$ cat config.mk
export PLATFORM = sky130hd
export DESIGN_NAME = pfmp_sqrt_cell
export DESIGN_NICKNAME = d
export VERILOG_FILES = /design/src/pfmp_pkg.sv /design/src/pfmp_sqrt_cell.sv
export SDC_FILE = /design/constraint.sdc
export NUM_CORES = 1
export LEC_CHECK = 0
export ABC_AREA = 1
export BUFFER_PORTS_ARGS = -buffer_cell sky130_fd_sc_hd__buf_2
export CAP_MARGIN = 10
export CORE_AREA = 2 2 120 145
export CTS_CLUSTER_DIAMETER = 200
export DETAILED_ROUTE_END_ITERATION = 6
export DIE_AREA = 0 0 122 147
export SLEW_MARGIN = 0
export SYNTH_ARGS = -nofsm -noshare
export SYNTH_HDL_FRONTEND = slang
export SYNTH_SLANG_ARGS = --single-unit
$ cat constraint.sdc
create_clock -name clk -period 2.3 [get_ports clk]
set_clock_uncertainty 0.15 [all_clocks]
set_input_delay 0.23 -clock clk [delete_from_list [all_inputs] [get_ports clk]]
set_output_delay 0.23 -clock clk [all_outputs]
set_load 0.005 [all_outputs]
$ cat src/pfmp_pkg.sv
package pfmp_pkg;

  localparam int MAX_PAIRS_DEF     = 2048;
  localparam int CORDIC_STAGES_DEF = 24;

  localparam int WORD_W    = 32;
  localparam int BIN_W     = 12;
  localparam int PHASE_W   = 16;
  localparam int CFG_IDX_W = 2;
  localparam int CFG_DAT_W = 1;

  localparam logic [CFG_IDX_W-1:0] REG_MAG_ENABLE   = 2'd0;
  localparam logic [CFG_IDX_W-1:0] REG_PHASE_ENABLE = 2'd1;

  localparam int IN_SHIFT = 24;
  localparam int XY_W     = 58;
  localparam int Z_W      = 33;
  localparam int ATAN_LEN = 40;

  localparam int SQ_W       = 2 * WORD_W;
  localparam int ROOT_W     = WORD_W;
  localparam int REM_W      = ROOT_W + 2;
  localparam int SQRT_CELLS = ROOT_W;

  localparam logic signed [Z_W-1:0]     Z_HALF_PI     = 33'sh040000000;
  localparam logic signed [PHASE_W-1:0] PHASE_HALF_PI = 16'sd16384;

  typedef struct packed {
    logic signed [XY_W-1:0] x;
    logic signed [XY_W-1:0] y;
    logic signed [Z_W-1:0]  z;
  } cordic_t;

  typedef struct packed {
    logic [REM_W-1:0]  rem;
    logic [ROOT_W-1:0] root;
    logic [SQ_W-1:0]   rad;
  } sqrt_t;

  // Rotation angles round(atan(2^-i) * 2^31 / pi).
  function automatic logic signed [Z_W-1:0] atan_entry(input int idx);
    logic signed [Z_W-1:0] val;
    case (idx)
      0:  val = 33'sh020000000;
      1:  val = 33'sh012E4051E;
      2:  val = 33'sh009FB385B;
      3:  val = 33'sh0051111D4;
      4:  val = 33'sh0028B0D43;
      5:  val = 33'sh00145D7E1;
      6:  val = 33'sh000A2F61E;
      7:  val = 33'sh000517C55;
      8:  val = 33'sh00028BE53;
      9:  val = 33'sh000145F2F;
      10: val = 33'sh0000A2F98;
      11: val = 33'sh0000517CC;
      12: val = 33'sh000028BE6;
      13: val = 33'sh0000145F3;
      14: val = 33'sh00000A2FA;
      15: val = 33'sh00000517D;
      16: val = 33'sh0000028BE;
      17: val = 33'sh00000145F;
      18: val = 33'sh000000A30;
      19: val = 33'sh000000518;
      20: val = 33'sh00000028C;
      21: val = 33'sh000000146;
      22: val = 33'sh0000000A3;
      23: val = 33'sh000000051;
      24: val = 33'sh000000029;
      25: val = 33'sh000000014;
      26: val = 33'sh00000000A;
      27: val = 33'sh000000005;
      28: val = 33'sh000000003;
      29: val = 33'sh000000001;
      30: val = 33'sh000000001;
      default: val = '0;
    endcase
    return val;
  endfunction

endpackage

$ cat src/pfmp_sqrt_cell.sv
module pfmp_sqrt_cell (
  input  logic            clk,
  input  pfmp_pkg::sqrt_t cell_in,
  output pfmp_pkg::sqrt_t cell_out
);
  import pfmp_pkg::*;

  logic [REM_W-1:0] rem_sh;
  logic [REM_W-1:0] trial;
  sqrt_t            cell_r;
  sqrt_t            cell_nxt;

  assign rem_sh = {cell_in.rem[REM_W-3:0], cell_in.rad[SQ_W-1 -: 2]};
  assign trial  = {cell_in.root, 2'b01};

  always_comb begin
    cell_nxt.rad = {cell_in.rad[SQ_W-3:0], 2'b00};
    if (rem_sh >= trial) begin
      cell_nxt.rem  = rem_sh - trial;
      cell_nxt.root = {cell_in.root[ROOT_W-2:0], 1'b1};
    end else begin
      cell_nxt.rem  = rem_sh;
      cell_nxt.root = {cell_in.root[ROOT_W-2:0], 1'b0};
    end
  end

  always_ff @(posedge clk) begin
    cell_r <= cell_nxt;
  end

  assign cell_out = cell_r;
endmodule

==> reports/qor.yml <==
job:
  maxCapViolations: 0
global_routing:
  grt_pass1_wl_um: 31300
  overflow: 0
  grt.total_usage: 0.230
  grt_pass1_vias: 6283
  antenna_found_initial: 0
  grt_start_max_net_pins: 34
drt:
  firstDrtPassIters: 4
  wl_um: 20500
  drcViolationCount: 0
  drt-vias-per-instance: 4.26
  drtIter0Drc: 181
  wl_per_cell_um: 14.3
  postRouteAntennaNets: 0
  num_vias: 6095
sta:
  maxSlewViolCount: 0
  fin_crit_sh: 0.959
  rsz0062_at_grt: "false"
  holdWs_ns: 0.0283
  hold_viol_final: 0
  setup_violations: 0
  period_minus_slack_ns: 2.20
  fmax_mhz: 454
critical_path:
  worstPathCellList: "dlygate4sd3_1 > buf_2 > inv_1 > ha_1 > nand2_1 > nor2_1 > o21ai_0 > nand3_1 > nor2_2 > nand2_8 > buf_12 > nand3_1 > nand2_1"
  crit_family: "simple AND/OR/NAND/NOR gates"
  crit_path_end_kind: "flip-flop"
  path_max_fanout: 8
  crit_type: "input pin to flip-flop"
  crit_path_end: "cell_out[120]"
  crit_arrival_ns: 2.37
  cp.buffers_inverters: 4
  cp-start-kind: "input pin"
  path_depth: 13
  crit_required_ns: 2.46
  slowest_stage: "dlygate4sd3_1"
  crit_start: "cell_in[90]"
  cpPeakStageDelay_ns: 0.52
logic_synthesis:
  synthTopCellsByArea: "dfxtp_1 (45%), nand2_1 (17%), inv_1 (8.1%), ha_1 (7.5%), nand3_1 (3.4%)"
  async_flop_share: 0
  yosys_register_bits: 128
  syn_avg_cell_area_um2: 7.44
  yosysWarnings: 0
  synth_cell_types: 28
  yosys-top-cells-count: "nand2_1 (257), dfxtp_1 (128), inv_1 (123), nor2_1 (50), nand3_1 (38)"
  syn-cell-area_um2: 5670
  synth_largest_area_cell: "dfxtp_1"
  synth_edf_count: 0
  postSynthCellCount: 762
  synthFlopType: "dfxtp_1"
  ys_seq_area_frac: 0.452
  synth.most_common_cell: "nand2_1"
  synth_top_cell_area_share: 0.452
power:
  p_leak_nw: 5.16
  irDropWorstVdd_uv: 450
  fin_total_pwr_mw: 6.58
  power_density_nw_per_um2: 701
cells_and_area:
  drive_gt1_frac: 0.313
  areaGrowthSynthToFinish_pct: 65.3
  num_antenna_cells: 0
  regArea_um2: 2560
  n_fill_cell: 1596
  largest_reg_flops: 128
  multi_input_comb_area_um2: 2560
  final_nets: 1369
placed_design:
  gp_congestion: 0.917
  dp_hpwl_um: 15700
  numPortBuffers: 256
hold_path:
  whs_path_depth: 4
  hold_path_class: "input pin to flip-flop"
die:
  die_area_um2: 17900
  die_w_um: 122
  start_util: 0.342
  rows: 52
  die_h_um: 147
  fp.coreArea_um2: 16600
  pin_count: 261
clocking:
  cts.path.max_buffers: 2
  clk_pin_slew_ns: 0.06
  cts_num_sinks: 128
  root_buffer: "clkbuf_16"
  cts_tree: "yes"
  htree_levels: 4
  numCtsBuffers: 17
status:
  outcome: "finished, final reports clean"
[power breakdown]
group / switching, mW / internal (mW) / total (mW)
registers: 0.0463 / 2.42 / 2.46
logic: 0.798 / 0.733 / 1.53
clock network: 1.08 / 1.50 / 2.58
total: 1.93 / 4.65 / 6.58
[per-stage QoR]
step / cells / utilization / area [um2] / setup TNS (ns) / worst slack (ns)
6_report: 1432 / 0.565 / 9380 / 0 / 0.0951
5_1_grt: 1432 / 0.565 / 9380 / 0 / 0.00191
2_1_floorplan: 763 / - / 5680 / 0 / 0.421
4_1_cts: 1432 / 0.563 / 9350 / 0 / 0.0130
3_3_place_gp: 1276 / 0.454 / 7540 / -0.485 / -0.0388
3_5_place_dp: 1276 / 0.454 / 7540 / -0.735 / -0.0445
[layout make-up]
| cell class | instances | area share |
|---|---|---|
| multi-input combinational | 499 | 0.273 |
| inverter | 128 | 0.0530 |
| timing repair buffer | 430 | 0.312 |
| tap | 216 | 0.0288 |
| sequential | 128 | 0.273 |
| clock buffer | 17 | 0.0454 |
| clock inverter | 14 | 0.0143 |
[cell families (layout without fill, tap and decap cells)]
group | count (synthesis) | after routing | share of synthesized area
adder cells (fa/ha/maj) | 34 | 34 | 0.0750
XOR/XNOR | 17 | 17 | 0.0262
buffers and inverters | 136 | 589 | 0.100
other | 1 | 2 | 0.000661
AO/OA/AOI/OAI | 47 | 47 | 0.0452
AND/OR/NAND/NOR | 399 | 399 | 0.301
flip-flops | 128 | 128 | 0.452
[repair_timing]
| action | 4_1_cts | 5_1_grt |
|---|---|---|
| setup endpoints to repair | 0 | 34 |
| hold endpoints to repair | 125 | 0 |
| hold buffers | 125 | 0 |
| resized for setup | 0 | 8 |
| buffers inserted | 0 | 0 |
[per-layer routing]
layer | GRT usage | wire [um] | vias to the layer above
met5 | 0 | 0 | -
met1 | 0.242 | 7920 | 2681
met2 | 0.443 | 10900 | 184
met4 | 0.0736 | 361 | 0
met3 | 0.0536 | 1390 | 23
li1 | - | - | 3207
[cells in the final DEF (no fill, tap or decap), types with 5 or more instances in the layout]
cell,Yosys,final
clkbuf_16,0,17
nand2_1,257,256
nand3b_1,5,5
nor2_2,6,7
xor2_1,13,13
nand3_1,38,38
buf_2,0,256
inv_6,1,5
dfxtp_1,128,128
nor2_1,50,49
o21ai_0,14,14
buf_4,2,46
ha_1,34,34
a21oi_1,26,26
dlygate4sd3_1,0,125
inv_1,123,123
nand2_2,24,25
nand4_1,8,8
[worst min-delay path by stage]
stage / start / endpoint / slack (ns)
2_1_floorplan: cell_in[8] / cell_out[10] / 0.11
3_5_place_dp: cell_in[40] / cell_out[42] / 0.18
3_3_place_gp: cell_in[46] / cell_out[48] / 0.18
4_1_cts: cell_in[62] / cell_out[96] / 0.02
6_report: cell_in[62] / cell_out[96] / 0.03
5_1_grt: cell_in[62] / cell_out[96] / 0.04
(Power assumes the default switching activity.)
