$ cat config.mk
export PLATFORM = sky130hd
export DESIGN_NAME = pfmp_cordic_cell
export DESIGN_NICKNAME = d
export VERILOG_FILES = /design/src/pfmp_pkg.sv /design/src/pfmp_cordic_cell.sv
export SDC_FILE = /design/constraint.sdc
export NUM_CORES = 1
export LEC_CHECK = 0
export ABC_CLOCK_PERIOD_IN_PS = 3250
export BUFFER_PORTS_ARGS = -buffer_cell sky130_fd_sc_hd__buf_2
export CAP_MARGIN = 20
export CORE_MARGIN = 1
export CORE_UTILIZATION = 35
export DETAILED_ROUTE_END_ITERATION = 8
export PLACE_DENSITY = 0.63
export SKIP_LAST_GASP = 1
export SLEW_MARGIN = 20
export SYNTH_ARGS = -nofsm -noshare
export SYNTH_HDL_FRONTEND = slang
export SYNTH_SLANG_ARGS = --single-unit
export TNS_END_PERCENT = 100
$ cat constraint.sdc
create_clock -name clk -period 3.25 [get_ports clk]
set_input_delay 0.1625 -clock clk [delete_from_list [all_inputs] [get_ports clk]]
set_output_delay 0.1625 -clock clk [all_outputs]
set_load 0.02 [all_outputs]
$ cat src/pfmp_pkg.sv
package pfmp_pkg;

  localparam int MAX_PAIRS_DEF     = 2048;
  localparam int CORDIC_STAGES_DEF = 24;

  localparam int WORD_W    = 32;
  localparam int BIN_W     = 12;
  localparam int PHASE_W   = 16;
  localparam int CFG_IDX_W = 2;
  localparam int CFG_DAT_W = 1;

  localparam logic [CFG_IDX_W-1:0] REG_MAG_ENABLE   = 2'd0;
  localparam logic [CFG_IDX_W-1:0] REG_PHASE_ENABLE = 2'd1;

  localparam int IN_SHIFT = 24;
  localparam int XY_W     = 58;
  localparam int Z_W      = 33;
  localparam int ATAN_LEN = 40;

  localparam int SQ_W       = 2 * WORD_W;
  localparam int ROOT_W     = WORD_W;
  localparam int REM_W      = ROOT_W + 2;
  localparam int SQRT_CELLS = ROOT_W;

  localparam logic signed [Z_W-1:0]     Z_HALF_PI     = 33'sh040000000;
  localparam logic signed [PHASE_W-1:0] PHASE_HALF_PI = 16'sd16384;

  typedef struct packed {
    logic signed [XY_W-1:0] x;
    logic signed [XY_W-1:0] y;
    logic signed [Z_W-1:0]  z;
  } cordic_t;

  typedef struct packed {
    logic [REM_W-1:0]  rem;
    logic [ROOT_W-1:0] root;
    logic [SQ_W-1:0]   rad;
  } sqrt_t;

  // Rotation angles round(atan(2^-i) * 2^31 / pi).
  function automatic logic signed [Z_W-1:0] atan_entry(input int idx);
    logic signed [Z_W-1:0] val;
    case (idx)
      0:  val = 33'sh020000000;
      1:  val = 33'sh012E4051E;
      2:  val = 33'sh009FB385B;
      3:  val = 33'sh0051111D4;
      4:  val = 33'sh0028B0D43;
      5:  val = 33'sh00145D7E1;
      6:  val = 33'sh000A2F61E;
      7:  val = 33'sh000517C55;
      8:  val = 33'sh00028BE53;
      9:  val = 33'sh000145F2F;
      10: val = 33'sh0000A2F98;
      11: val = 33'sh0000517CC;
      12: val = 33'sh000028BE6;
      13: val = 33'sh0000145F3;
      14: val = 33'sh00000A2FA;
      15: val = 33'sh00000517D;
      16: val = 33'sh0000028BE;
      17: val = 33'sh00000145F;
      18: val = 33'sh000000A30;
      19: val = 33'sh000000518;
      20: val = 33'sh00000028C;
      21: val = 33'sh000000146;
      22: val = 33'sh0000000A3;
      23: val = 33'sh000000051;
      24: val = 33'sh000000029;
      25: val = 33'sh000000014;
      26: val = 33'sh00000000A;
      27: val = 33'sh000000005;
      28: val = 33'sh000000003;
      29: val = 33'sh000000001;
      30: val = 33'sh000000001;
      default: val = '0;
    endcase
    return val;
  endfunction

endpackage

$ cat src/pfmp_cordic_cell.sv
module pfmp_cordic_cell #(
  parameter int IDX = 0
) (
  input  logic              clk,
  input  pfmp_pkg::cordic_t cell_in,
  output pfmp_pkg::cordic_t cell_out
);
  import pfmp_pkg::*;

  logic signed [XY_W-1:0] x_in;
  logic signed [XY_W-1:0] y_in;
  logic signed [XY_W-1:0] dx;
  logic signed [XY_W-1:0] dy;
  logic signed [Z_W-1:0]  z_in;
  logic signed [Z_W-1:0]  ang;
  cordic_t                cell_r;
  cordic_t                cell_nxt;

  assign x_in = cell_in.x;
  assign y_in = cell_in.y;
  assign z_in = cell_in.z;
  assign dx   = y_in >>> IDX;
  assign dy   = x_in >>> IDX;
  assign ang  = atan_entry(IDX);

  always_comb begin
    if (!y_in[XY_W-1]) begin
      cell_nxt.x = x_in + dx;
      cell_nxt.y = y_in - dy;
      cell_nxt.z = z_in + ang;
    end else begin
      cell_nxt.x = x_in - dx;
      cell_nxt.y = y_in + dy;
      cell_nxt.z = z_in - ang;
    end
  end

  always_ff @(posedge clk) begin
    cell_r <= cell_nxt;
  end

  assign cell_out = cell_r;
endmodule

==> impl_metrics.json <==
{
  "status": "finished clean",
  "p_comb_frac": 0.485,
  "p_int_w": 0.00499,
  "num_rows": 74,
  "tightestPinTransition_ns": 0.699,
  "postRouteAntennaNets": 0,
  "fmax_mhz": 334,
  "num_vias": 17308,
  "post-route-drc-count": 0,
  "viasPerCell": 5.50,
  "final_max_slew_viol_count": 0,
  "worstSetupEndpointType": "flop",
  "ys_warn_count": 0,
  "ys.flop_type": "dfxtp_1",
  "routabilityCongestion": 1.00,
  "start_util": 0.356,
  "grt_pass1_vias": 16444,
  "fin_crit_ns": 3.00,
  "clk_pin_slew_ns": 0.06,
  "grt_max_degree": 108,
  "power.share.clock": 0.244,
  "hold_viol": 0,
  "die_area_um2": 42500,
  "io-pin-count": 299,
  "cts-buffers-inserted": 17,
  "path_max_fanout": 3,
  "power_per_cell_area_nw_per_um2": 424,
  "first_iter_violations": 1717,
  "worstHoldPathType": "input pin to flop",
  "min_path_cells": 3,
  "die_x_um": 206,
  "dp_hpwl_um": 55400,
  "layout-drive-gt1-share": 0.289,
  "syn_area_per_cell_um2": 7.46,
  "fp.dieH_um": 206,
  "critPathKind": "input pin to flop",
  "async_flop_share": 0,
  "fin_ws_ns": 0.252,
  "cts_tree": "built",
  "syn-num-nets": 2299,
  "arrival_ns": 3.37,
  "track_usage": 0.309,
  "antenna_found_initial": 1,
  "drt_pass1_iterations": 5,
  "setup_violations": 0,
  "largest_reg_flops": 148,
  "switching_share": 0.416,
  "antennaDiodeCount": 0,
  "worstPathRequired_ns": 3.63,
  "drv_cap": 0,
  "cts_max_path_buffers": 2,
  "cts-root-buf": "clkbuf_16",
  "ys_seq_area_frac": 0.203,
  "p_leak_nw": 9.81,
  "peakVddDrop_mv": 0.374,
  "synth_edf_count": 0,
  "io_buffers": 298,
  "post-place-ws_ns": -0.160,
  "routed_wl_um": 66000,
  "fp.coreArea_um2": 40900,
  "routedWlPerCell_um": 21.0,
  "p_switching_w": 0.00356,
  "synth-seq-cells": 148,
  "post-route-util": 0.493,
  "p_total_w": 0.00855,
  "htreeDepth": 4,
  "crit_path_start_kind": "input pin",
  "overflow": 0,
  "slew_headroom": 0.529,
  "setup-tns-final_ns": 0,
  "cts.sinks": 148,
  "grt_pass1_wl_um": 98300,
  "seq_power_share": 0.272,
  "area_growth_pct": 38.4,
  "rsz0062_at_grt": "no",
  "nets": 2943,
  "synthDistinctLibCells": 92,
  "mappedNetlistArea_um2": 14600,
  "holdPathEnd": "cell_out[31]",
  "worstHoldStart": "cell_in[31]",
  "fin_crit_sh": 0.923,
  "postSynthCellCount": 1956
}
==> worst max-delay path by stage <==
stage | slack (ns) | cells past startpoint | start | end
finish | 0.25 | 16 | cell_in[91] | cell_out[133]
floorplan | 0.41 | 12 | cell_in[33] | cell_out[147]
global placement | -0.20 | 15 | cell_in[33] | cell_out[133]
global route | 0.05 | 17 | cell_in[45] | cell_out[137]
detailed placement | -0.16 | 13 | cell_in[33] | cell_out[89]
CTS | 0.36 | 15 | cell_in[37] | cell_out[144]
==> layout make-up <==
cell class              count  area [um2]
fillers                  4153       20700
multi-input cells        1547       10600
repair buffers            709        4690
flip-flops and latches    148        2960
well taps                 532         666
inverters                 177         664
clock buffers              18         439
clock inverters            14         171
==> repair_timing <==
item	4_1_cts	5_1_grt
hold buffers	33	0
resized for setup	0	0
endpoints found under the setup margin	0	0
buffers inserted	0	0
hold endpoints to repair	34	0
==> per-layer routing <==
| layer | track usage | part of all wire | vias up |
|---|---|---|---|
| met5 | 0 | 0 | - |
| met4 | 0.0953 | 0.023 | 0 |
| met3 | 0.0407 | 0.073 | 69 |
| met2 | 0.486 | 0.45 | 808 |
| met1 | 0.434 | 0.45 | 8217 |
| li1 | - | - | 8214 |
==> critical path, cell delays in order <==
cell and delay [ns]:
buf_2 0.11, inv_1 0.04, ha_1 0.21, fa_1 0.42
nand3b_1 0.23, a21oi_1 0.20, o21ai_0 0.18, buf_4 0.21
a21oi_1 0.18, o211ai_1 0.15, a31oi_1 0.35, nor2_1 0.12
o21bai_1 0.32, a311oi_1 0.19, buf_4 0.19, xnor2_1 0.11
==> placed cells by master, fill, tap and decap left out, types with 9 or more instances in the layout <==
cell type and count:
buf_4 377, buf_2 297, a21oi_1 243, ha_1 189
inv_1 164, nor2_1 155, nand2_1 150, o21ai_0 149
dfxtp_1 148, xnor2_1 93, o21bai_1 45, nand3_1 43
mux2i_1 37, nor3_1 33, dlygate4sd3_1 33, a21o_1 31
o31ai_1 25, nand4_1 25, nor4_1 24, nor2b_1 22
a31oi_1 19, a211oi_1 19, xor2_1 18, nand2b_1 18
o21a_1 18, clkbuf_16 17, o211ai_1 16, o21ai_1 11
and3_1 11, inv_2 10, and2_1 9
==> synth_stat cells (all sizes together), types with 5 or more instances <==
library cell	count	area [um2]
nand4	25	156
o311ai	8	85.1
nor3	35	185
o21a	18	135
dfxtp	148	2960
o31ai	26	200
ha	189	2360
or2	6	37.5
buf	42	203
and2	9	56.3
mux2i	37	370
xnor2	93	815
or3	5	31.3
inv	174	653
o21ai	161	810
o2111ai	6	52.6
nand3b	6	45.0
nor2	155	582
a21o	31	233
nand3	43	215
clkbuf	42	158
a21boi	10	75.1
a211oi	21	168
o211ai	17	133
a2111oi	10	119
o21bai	45	338
nand2b	18	113
nand2	150	563
nor2b	22	138
xor2	18	158
a311oi	9	85.1
a31oi	19	119
a211o	5	43.8
and3	11	68.8
nor4	27	188
a21oi	245	1230
==> power groups by stage <==
stage	sequential, W	combinational (W)	clock (W)
final	0.00232	0.00415	0.00208
after global routing	0.00235	0.00443	0.00221
after CTS	0.00232	0.00410	0.00215
after detailed placement	0.00236	0.00404	0
after global placement	0.00236	0.00404	0
after floorplan	0.00281	0.00173	0
==> per-stage QoR <==
step                hold slack, ns  area [um2]  cells
CTS                        0.00168       20200   3145
global route                0.0473       20200   3145
global placement             0.264       19200   3080
finish                      0.0426       20200   3145
detailed placement           0.266       19200   3080
floorplan                    0.190       14600   1956
==> cell families after synthesis <==
| group | share of synthesized area |
|---|---|
| xor gates and xnor gates | 0.0667 |
| DFF | 0.203 |
| muxes | 0.0254 |
| and+or+nand+nor | 0.172 |
| adders and majority gates | 0.168 |
| AOI/OAI and AO/OA | 0.295 |
| buffers and inverters | 0.0703 |
Note: power is estimated with default switching activity, not from simulation.
